===== config.mk =====
export PLATFORM = sky130hd
export DESIGN_NAME = linear_ramp_generator
export DESIGN_NICKNAME = d
export VERILOG_FILES = /design/src/hdl/lrg_pkg.sv /design/src/hdl/lrg_div.sv /design/src/hdl/linear_ramp_generator.sv
export SDC_FILE = /design/constraint.sdc
export NUM_CORES = 1
export LEC_CHECK = 0
export BUFFER_PORTS_ARGS = -buffer_cell sky130_fd_sc_hd__clkbuf_2
export CAP_MARGIN = 0
export CELL_PAD_IN_SITES_DETAIL_PLACEMENT = 0
export CELL_PAD_IN_SITES_GLOBAL_PLACEMENT = 2
export CORE_MARGIN = 2
export CORE_UTILIZATION = 35
export CTS_CLUSTER_DIAMETER = 30
export DETAILED_ROUTE_END_ITERATION = 8
export PLACE_DENSITY = 0.74
export SKIP_LAST_GASP = 1
export SLEW_MARGIN = 25
export SYNTH_ARGS = -nofsm -noshare
export SYNTH_HDL_FRONTEND = slang
export SYNTH_SLANG_ARGS = --single-unit

===== constraint.sdc =====
create_clock -name clk_i -period 3.7 [get_ports clk_i]
set_clock_uncertainty 0.2 [all_clocks]
set_input_delay 1.11 -clock clk_i [delete_from_list [all_inputs] [get_ports clk_i]]
set_output_delay 1.11 -clock clk_i [all_outputs]
set_load 0.02 [all_outputs]

===== src/hdl/lrg_pkg.sv =====
// Package with item types and codes shared by the linear ramp generator modules.
package lrg_pkg;

  localparam int unsigned ValueW = 16;
  localparam int unsigned StepsW = 8;
  localparam int unsigned DiffW  = ValueW + 1;

  typedef enum logic [1:0] {
    ModeTick   = 2'd0,
    ModeSet    = 2'd1,
    ModeTarget = 2'd2
  } lrg_mode_e;

  typedef enum logic [1:0] {
    StIdle,
    StDiv,
    StHold
  } lrg_state_e;

  typedef struct packed {
    logic [1:0]               mode;
    logic signed [ValueW-1:0] value;
    logic [StepsW-1:0]        steps;
  } lrg_in_t;

  typedef struct packed {
    logic signed [ValueW-1:0] current;
    logic                     done_res;
  } lrg_out_t;

endpackage


===== src/hdl/lrg_div.sv =====
// Bit-serial restoring divider: one quotient bit per cycle, unsigned operands.
module lrg_div (
  input  logic                             clk_i,
  input  logic                             rst_ni,
  input  logic                             start_i,
  input  logic [lrg_pkg::DiffW-1:0]        dividend_i,
  input  logic [lrg_pkg::StepsW-1:0]       divisor_i,
  output logic                             done_o,
  output logic [lrg_pkg::DiffW-1:0]        quotient_o
);

  localparam int unsigned CntW = $clog2(lrg_pkg::DiffW + 1);

  logic [lrg_pkg::DiffW-1:0]  dq_q, dq_d;
  logic [lrg_pkg::StepsW-1:0] rem_q, rem_d;
  logic [lrg_pkg::StepsW-1:0] dvs_q;
  logic [CntW-1:0]            cnt_q, cnt_d;
  logic                       busy_q, busy_d;
  logic                       done_q, done_d;

  logic [lrg_pkg::StepsW:0]   trial;
  logic [lrg_pkg::StepsW+1:0] diff;
  logic                       ge;

  // shift next dividend bit into the partial remainder, try subtracting
  assign trial = {rem_q, dq_q[lrg_pkg::DiffW-1]};
  assign diff  = {1'b0, trial} - {2'b00, dvs_q};
  assign ge    = ~diff[lrg_pkg::StepsW+1];

  always_comb begin
    dq_d   = dq_q;
    rem_d  = rem_q;
    cnt_d  = cnt_q;
    busy_d = busy_q;
    done_d = 1'b0;
    if (start_i) begin
      dq_d   = dividend_i;
      rem_d  = '0;
      cnt_d  = CntW'(lrg_pkg::DiffW);
      busy_d = 1'b1;
    end else if (busy_q) begin
      dq_d  = {dq_q[lrg_pkg::DiffW-2:0], ge};
      rem_d = ge ? diff[lrg_pkg::StepsW-1:0] : trial[lrg_pkg::StepsW-1:0];
      cnt_d = cnt_q - CntW'(1);
      if (cnt_q == CntW'(1)) begin
        busy_d = 1'b0;
        done_d = 1'b1;
      end
    end
  end

  always_ff @(posedge clk_i or negedge rst_ni) begin
    if (!rst_ni) begin
      cnt_q  <= '0;
      busy_q <= 1'b0;
      done_q <= 1'b0;
    end else begin
      cnt_q  <= cnt_d;
      busy_q <= busy_d;
      done_q <= done_d;
    end
  end

  always_ff @(posedge clk_i) begin
    dq_q  <= dq_d;
    rem_q <= rem_d;
    if (start_i) begin
      dvs_q <= divisor_i;
    end
  end

  assign done_o     = done_q;
  assign quotient_o = dq_q;

endmodule


===== src/hdl/linear_ramp_generator.sv =====
// Linear ramp generator top level: item handling, ramp state and output register.
// Tick and set-value items go straight into the output register, one item per cycle
// while the output is not stalled. Set-target with a nonzero step count: the step size
// comes from the bit-serial divider (17 quotient bits), then step and result are loaded.
// No further item is taken until that result is registered and the ramp is idle again.
// Reset (rst_ni low, asynchronous) clears value, target, step size and counters.
module linear_ramp_generator (
  input  logic             clk_i,
  input  logic             rst_ni,
  input  logic             in_valid_i,
  output logic             in_stall_o,
  input  lrg_pkg::lrg_in_t in_i,
  output logic             out_valid_o,
  input  logic             out_stall_i,
  output lrg_pkg::lrg_out_t out_o
);

  localparam int unsigned VW = lrg_pkg::ValueW;
  localparam int unsigned SW = lrg_pkg::StepsW;
  localparam int unsigned DW = lrg_pkg::DiffW;

  lrg_pkg::lrg_state_e state_q, state_d;

  logic signed [VW-1:0] cur_q, cur_d;
  logic signed [VW-1:0] tgt_q, tgt_d;
  logic signed [DW-1:0] step_q, step_d;
  logic [SW-1:0]        taken_q, taken_d;
  logic [SW-1:0]        total_q, total_d;
  logic                 neg_q;

  logic                 out_valid_q;
  lrg_pkg::lrg_out_t    out_q;

  logic                 accept;
  logic                 out_free;
  logic                 div_start;
  logic                 div_done;
  logic                 load_hold;
  logic signed [DW-1:0] diff;
  logic [DW-1:0]        diff_mag;
  logic [DW-1:0]        quot;

  assign out_free   = !out_valid_q || !out_stall_i;
  assign in_stall_o = (state_q != lrg_pkg::StIdle) || (out_valid_q && out_stall_i);
  assign accept     = in_valid_i && !in_stall_o;

  assign diff     = DW'(in_i.value) - DW'(cur_q);
  assign diff_mag = diff[DW-1] ? DW'(-diff) : DW'(diff);

  // next state
  always_comb begin
    state_d = state_q;
    unique case (state_q)
      lrg_pkg::StIdle: begin
        if (div_start) begin
          state_d = lrg_pkg::StDiv;
        end
      end
      lrg_pkg::StDiv: begin
        if (div_done) begin
          state_d = lrg_pkg::StHold;
        end
      end
      lrg_pkg::StHold: begin
        if (out_free) begin
          state_d = lrg_pkg::StIdle;
        end
      end
      default: state_d = lrg_pkg::StIdle;
    endcase
  end

  // state machine outputs
  always_comb begin
    div_start = 1'b0;
    load_hold = 1'b0;
    unique case (state_q)
      lrg_pkg::StIdle: begin
        div_start = accept && (in_i.mode == lrg_pkg::ModeTarget) && (in_i.steps != '0);
      end
      lrg_pkg::StDiv: ;
      lrg_pkg::StHold: begin
        load_hold = out_free;
      end
      default: ;
    endcase
  end

  // ramp state update
  always_comb begin
    cur_d   = cur_q;
    tgt_d   = tgt_q;
    step_d  = step_q;
    taken_d = taken_q;
    total_d = total_q;
    if (accept) begin
      case (in_i.mode)
        lrg_pkg::ModeTick: begin
          if (taken_q >= total_q) begin
            cur_d = tgt_q;
          end else begin
            cur_d   = cur_q + step_q[VW-1:0];
            taken_d = taken_q + SW'(1);
          end
        end
        lrg_pkg::ModeSet: begin
          cur_d   = in_i.value;
          tgt_d   = in_i.value;
          step_d  = '0;
          taken_d = '0;
          total_d = '0;
        end
        lrg_pkg::ModeTarget: begin
          tgt_d   = in_i.value;
          taken_d = '0;
          total_d = in_i.steps;
          if (in_i.steps == '0) begin
            step_d = '0;
          end
        end
        default: ;  // unused code: no change
      endcase
    end
    if (div_done) begin
      step_d = neg_q ? DW'(-quot) : DW'(quot);
    end
  end

  always_ff @(posedge clk_i or negedge rst_ni) begin
    if (!rst_ni) begin
      state_q     <= lrg_pkg::StIdle;
      cur_q       <= '0;
      tgt_q       <= '0;
      step_q      <= '0;
      taken_q     <= '0;
      total_q     <= '0;
      neg_q       <= 1'b0;
      out_valid_q <= 1'b0;
    end else begin
      state_q <= state_d;
      cur_q   <= cur_d;
      tgt_q   <= tgt_d;
      step_q  <= step_d;
      taken_q <= taken_d;
      total_q <= total_d;
      if (div_start) begin
        neg_q <= diff[DW-1];
      end
      if ((accept && !div_start) || load_hold) begin
        out_valid_q <= 1'b1;
      end else if (out_valid_q && !out_stall_i) begin
        out_valid_q <= 1'b0;
      end
    end
  end

  always_ff @(posedge clk_i) begin
    if ((accept && !div_start) || load_hold) begin
      out_q.current  <= cur_d;
      out_q.done_res <= (taken_d >= total_d);
    end
  end

  lrg_div u_div (
    .clk_i      (clk_i),
    .rst_ni     (rst_ni),
    .start_i    (div_start),
    .dividend_i (diff_mag),
    .divisor_i  (in_i.steps),
    .done_o     (div_done),
    .quotient_o (quot)
  );

  assign out_valid_o = out_valid_q;
  assign out_o       = out_q;

  // a ramp never counts past its own length
  assert property (@(posedge clk_i) disable iff (!rst_ni) taken_q <= total_q)
    else $error("steps taken exceeds step count");

  // the divider reports back only while the ramp waits for it
  assert property (@(posedge clk_i) disable iff (!rst_ni)
    div_done |-> state_q == lrg_pkg::StDiv)
    else $error("divider done outside divide state");

  // no item enters and no result waits at the output while a step size is being worked out
  assert property (@(posedge clk_i) disable iff (!rst_ni)
    state_q == lrg_pkg::StDiv |-> in_stall_o && !out_valid_q)
    else $error("input open or result pending during divide");

endmodule

==> flow_summary.ini, run 1 <==
[logic_synthesis]
synth_flop_cell = dfrtp_1
syn-instance-count = 884
syn_area_per_cell_sq_um = 9.07
async_flop_share_pct = 60.0
syn-cell-area_sq_um = 8020
yosysSeqAreaShare_pct = 41.1
ys_seq_elements = 125
synth.yosys.warnings = 0
synth-edff-count = 42
synthesis.nets = 981
synth.distinct_cells = 75

[clock_tree]
cts_sinks = 125
path_clk_slew_ns = 0.06
insertion_delay_ns = 0.43
hold_buffers = 0
clockRootBuffer = clkbuf_16
ctsLongestPathBuffers = 2
cts_max_level = 4
cts_tree = built
cts_made_buffers = 17

[layout]
diodes = 0
mostFrequentLayoutCell = nand2_1
final_core_util_pct = 44.6
drive_gt1_share_pct = 21.6
final_cell_mix = nand2_1 (150), buf_4 (98), dfrtp_1 (75), inv_1 (70), o21ai_0 (65)
final_cell_area_sq_um = 10100
final_nets = 1119
syn_to_final_growth_pct = 25.5

[drt]
routed_wl_um = 21900
via_count = 6695
drt_iter0_drc = 426
viasPerCell = 5.07
post_drt_wl_per_cell_um = 16.6
drc = 0
drtPass1Iterations = 5
postRouteAntennaNets = 0

[run]
cap_violations = 0

[sta]
tightest_slew_ns = 0.697
fin_ws_ns = 0.0343
relSlewSlack_pct = 53.5
slew_viol_final = 0
max_freq_ghz = 0.273
hold_viol_final = 0
post-route-period-util_pct = 99.1
rsz0062_at_grt = yes
hold_slack_ns = 0.267
setup_viol = 0
period_minus_slack_ns = 3.67

[setup_path]
cp_common_cell = a21o_1
start_kind = register
path_max_fanout = 3
cp.required_ns = 3.68
end_kind = register
path_cells = ha_1, nand2b_4, a21o_1, a21o_1, a21oi_2, o21ai_2, or3_4, or3_1, a21oi_2, ha_1, a21o_1, a21o_1, a21oi_2, nor2b_1, o21ai_1, nand2b_1
max_stage_delay_ns = 0.39
slowest_stage = dfrtp_1
crit_type = reg -> reg
crit_arrival_ns = 3.64

[die]
die_height_um = 155
dieArea_sq_um = 24100
start_util_pct = 35.5
ios = 49
core-area_sq_um = 22600
die_w_um = 155
row_count = 55

[grt]
antenna_found_initial = 0
grt_max_degree = 43
grt_pass1_vias = 6537
grtUsageTotal_pct = 18.6
overflow = 0
grt_pass1_wl_um = 34700

[placed_design]
placed_area_sq_um = 9330
post-dp-hpwl_um = 16500
place_worst_setup_slack_ns = -0.509
gp_congestion = 0.823
io_buffers = 48

[power_and_ir_drop]
p_per_area_nw_per_um2 = 901
power_mw = 9.07
irDropWorstVdd_uv = 358
p_leak_nw = 4.58

[status]
status = complete, no violations

[worst_hold_path]
holdCritPathClass = reg -> reg
through the flow:
stage	TNS (ns)	cells
6_report	0	1320
5_1_grt	-0.289	1320
4_1_cts	-0.0626	1318
3_5_place_dp	-7.18	1284
3_3_place_gp	-6.20	1284
2_1_floorplan	-0.366	884
layer usage:
metal,vias up,track usage [%],share of wire (%),routed length [um]
met5,-,0,0,0
met4,0,4.46,1.3,293
met3,20,3.59,2.8,604
met2,111,32.8,50,11000
met1,3163,23.4,46,10000
li1,3401,-,-,-
Yosys cell counts (4+ instances only):
master	instances	area [sq um]
inv_1	72	270
nand4_1	4	25.0
or3_1	5	31.3
xor2_1	29	254
clkbuf_1	23	86.3
and3_1	7	43.8
nand2_1	151	567
dfxtp_1	8	160
a211oi_1	14	105
mux2i_1	6	60.1
xnor2_1	34	298
ha_1	64	801
a22oi_1	8	60.1
nand3_1	11	55.1
dfrtp_1	75	1880
nor2_1	42	158
a222oi_1	5	50.1
o31ai_1	10	75.1
a21oi_1	44	220
nor3_1	14	70.1
nor2b_1	8	50.1
o211ai_1	4	30.0
o21ai_0	66	330
o21ai_1	19	95.1
a21o_1	18	135
a31oi_1	5	31.3
or2_2	4	25.0
nor4_1	9	56.3
nand2b_1	9	56.3
edfxtp_1	42	1260
o21a_1	11	82.6
worst paths after layout:
check	cells past startpoint	endpoint	slack (ns)	startpoint
min	2	tgt_q[10]	0.27	tgt_q[10]
min reg2reg	2	tgt_q[10]	0.27	tgt_q[10]
max	16	out_o[0]	0.03	total_q[0]
max in group asynchronous	2	tgt_q[0]	2.13	rst_ni
max reg2reg	16	out_o[0]	0.03	total_q[0]
min in group asynchronous	1	u_div.cnt_q[1]	0.53	rst_ni
timing repair:
| action | in CTS | in global routing |
|---|---|---|
| gates resized for setup | 11 | 13 |
| pin swaps | 19 | 14 |
| gates cloned | 0 | 1 |
| endpoints found under the setup margin | 10 | 15 |
| setup buffers | 2 | 1 |
| endpoints found under the hold margin | 0 | 0 |
where the power goes:
part | internal [mW] | total [mW] | switching, mW
combinational | 2.23 | 4.90 | 2.66
clock | 0.994 | 1.66 | 0.666
sequential | 2.05 | 2.51 | 0.460
total | 5.28 | 9.07 | 3.79
final cells by class:
| type | instances | area, sq um |
|---|---|---|
| inverter | 72 | 283 |
| fill | 2298 | 12500 |
| timing repair buffer | 146 | 997 |
| clock buffer | 19 | 433 |
| sequential | 125 | 3300 |
| tap | 285 | 357 |
| multi-input combinational | 660 | 4560 |
| clock inverter | 13 | 140 |
registers in the layout, summed over array words and instances (netlist names), 5 cells and up:
name              flops
tgt_q                16
u_div.quotient_o     17
step_q               16
u_div.dvs_q           8
out_o                17
cur_q                16
taken_q               8
u_div.rem_q           8
u_div.cnt_q           5
total_q               8
logic make-up (layout without fill, tap and decap cells):
kind of cell / after synthesis / in the layout / share of synthesized area, %
simple gates: 284 / 284 / 16.1
compound gates: 238 / 239 / 19.3
flops: 125 / 125 / 41.1
buf+inv: 100 / 250 / 4.90
fa+ha+maj: 67 / 67 / 10.7
xor+xnor: 63 / 63 / 6.88
mux: 7 / 7 / 0.890
critical path, delay by kind of cell, from the launching register on:
| family | cells | cell delay, ns |
|---|---|---|
| AOI/OAI and AO/OA | 9 | 1.28 |
| and+or+nand+nor | 5 | 0.99 |
| adders and majority gates | 2 | 0.53 |
| DFF | 1 | 0.39 |
Note: power is estimated with default switching activity, not from simulation.
==> inputs of run 2 (changes only) <==
--- a/config.mk
+++ b/config.mk
@@ -13,9 +13,11 @@
 export CORE_UTILIZATION = 35
 export CTS_CLUSTER_DIAMETER = 30
 export DETAILED_ROUTE_END_ITERATION = 8
-export PLACE_DENSITY = 0.74
+export PLACE_DENSITY = 0.72
 export SKIP_LAST_GASP = 1
 export SLEW_MARGIN = 25
 export SYNTH_ARGS = -nofsm -noshare
 export SYNTH_HDL_FRONTEND = slang
+export SYNTH_HIERARCHICAL = 1
 export SYNTH_SLANG_ARGS = --single-unit
+export TNS_END_PERCENT = 5
==> flow_summary.ini, run 2 <==
[status]
status = complete, but fails checks
violations = negative setup slack

[power_and_ir_drop]
irDropWorstVdd_uv = 343
p_per_area_nw_per_um2 = 893
p_leak_nw = 4.66
power_mw = 9.10

[grt]
antenna_found_initial = 0
overflow = 0
grtUsageTotal_pct = 19.8
grt_pass1_vias = 6986
grt_pass1_wl_um = 37100
grt_max_degree = 76

[layout]
final_nets = 1070
drive_gt1_share_pct = 26.7
mostFrequentLayoutCell = buf_4
syn_to_final_growth_pct = 25.9
final_core_util_pct = 45.0
diodes = 0
final_cell_mix = buf_4 (104), nand2_1 (75), dfrtp_1 (75), inv_1 (68), ha_1 (62)

[die]
core-area_sq_um = 22600
row_count = 55
start_util_pct = 35.7
die_height_um = 156
ios = 49
die_w_um = 156
dieArea_sq_um = 24400

[sta]
rsz0062_at_grt = yes
hold_viol_final = 0
max_freq_ghz = 0.261
setup_viol = 10
hold_slack_ns = 0.280
fin_ws_ns = -0.136
slew_viol_final = 0
relSlewSlack_pct = 36.6
tightest_slew_ns = 0.950
post-route-period-util_pct = 104
period_minus_slack_ns = 3.84

[logic_synthesis]
yosysSeqAreaShare_pct = 40.8
yosys.area.top_type = dfrtp_1
synthTopCellsByArea = dfrtp_1 (23%), edfxtp_1 (16%), ha_1 (9.9%)
synthTopCellsByCount = nand2_1 (77), dfrtp_1 (75), inv_1 (71)
synth.yosys.warnings = 6
synth_flop_cell = dfrtp_1
synth.distinct_cells = 75
ys_seq_elements = 125
synth-edff-count = 42
yosysMostFrequentCell = nand2_1
synthesis.nets = 922
async_flop_share_pct = 60.0
syn-cell-area_sq_um = 8090
synth_top_area_share_pct = 23.2
syn_area_per_cell_sq_um = 9.81
syn-instance-count = 825

[clock_tree]
clockRootBuffer = clkbuf_16
cts_max_level = 4
path_clk_slew_ns = 0.06
insertion_delay_ns = 0.42
cts_tree = built
ctsLongestPathBuffers = 2
cts_made_buffers = 17
cts_sinks = 125

[run]
cap_violations = 0

[setup_path]
slowest_stage = fa_2
max_stage_delay_ns = 0.39
crit_type = in -> reg
path_cells = clkbuf_4, inv_12, ha_4, inv_2, fa_2, a211oi_4, o2111ai_2, a31o_2, a21oi_2, xnor2_2, nor3_4, a41oi_2, xor2_1, mux2_4
cp.required_ns = 3.67
path_max_fanout = 6
crit_arrival_ns = 3.81
end_kind = register
start_kind = input pin

[drt]
post_drt_wl_per_cell_um = 18.0
drt_iter0_drc = 370
postRouteAntennaNets = 0
drtPass1Iterations = 5
viasPerCell = 5.26
via_count = 6681
drc = 0
routed_wl_um = 22900

[worst_hold_path]
holdCritPathClass = reg -> reg

[placed_design]
post-dp-hpwl_um = 17500
io_buffers = 48
place_worst_setup_slack_ns = -0.677
gp_congestion = 0.896
-- run 2: cell count changes in the layout (fill, tap and decap cells not counted), moves of 6 or more --
cell	delta
a211oi_1	-8
a21o_1	+7
a21oi_2	-6
buf_4	+6
mux2_2	+35
mux2i_1	+7
nand2_1	-75
nor2_1	+6
o21ai_0	-14
o21ai_1	-16
o31ai_1	-6
-- run 2: where the power goes --
part / leakage, nW / total (mW) / internal, mW / switching [mW]
registers: 1.43 / 2.45 / 2.03 / 0.421
clock network: 0.304 / 1.75 / 1.11 / 0.639
logic: 2.93 / 4.90 / 2.28 / 2.62
-- run 2: final timing paths --
kind	startpoint	to	slack, ns	cells past startpoint
max	in_i[8]	u_div/quotient_o[15]	-0.14	14
min	u_div/rem_q[5]	u_div/rem_q[5]	0.28	2
max reg2reg	taken_q[0]	out_o[0]	-0.07	19
min reg2reg	u_div/rem_q[5]	u_div/rem_q[5]	0.28	2
max in group asynchronous	rst_ni	step_q[12]	2.26	1
min in group asynchronous	rst_ni	taken_q[0]	0.53	1
-- run 2: worst max-delay path: cells and delay by family --
family,cells,cell delay [ns]
xor+xnor,2,0.30
simple gates,1,0.33
mux,1,0.27
buf+inv,3,0.26
compound gates,5,1.02
fa+ha+maj,2,0.51
-- run 2: layout make-up --
cell class / count / area (sq um)
well taps: 285 / 357
flip-flops and latches: 125 / 3300
clock buffers: 21 / 472
clock inverters: 11 / 138
inverters: 71 / 279
fillers: 2185 / 12500
multi-input cells: 606 / 4620
repair buffers: 152 / 1030
-- run 2: cells by family after synthesis --
kind of cell	after synthesis	share of synthesized area [%]
flops	125	40.8
xor+xnor	58	6.28
mux	50	6.76
simple gates	218	13.1
compound gates	213	17.8
buf+inv	94	4.62
fa+ha+maj	67	10.6
-- run 2: what timing repair did --
action | in CTS | in global routing
pin swaps | 7 | 1
buffers inserted | 2 | 0
hold buffers | 0 | 0
cloned | 0 | 0
endpoints found under the setup margin | 17 | 17
resized for setup | 6 | 1
-- run 2: metrics by stage --
step / cells / setup TNS, ns / instance area [sq um]
after floorplan: 825 / -1.24 / 8280
after global placement: 1237 / -8.81 / 9530
after detailed placement: 1237 / -10.04 / 9530
after CTS: 1271 / -0.552 / 10200
after global routing: 1271 / -3.28 / 10200
final: 1271 / -0.647 / 10200
-- run 2: layer usage --
metal / wire (um) / GRT usage (%) / vias to the layer above
li1: - / - / 3274
met1: 10500 / 25.1 / 3251
met2: 11300 / 34.3 / 126
met3: 641 / 3.31 / 30
met4: 542 / 6.55 / 0
met5: 0 / 0 / -
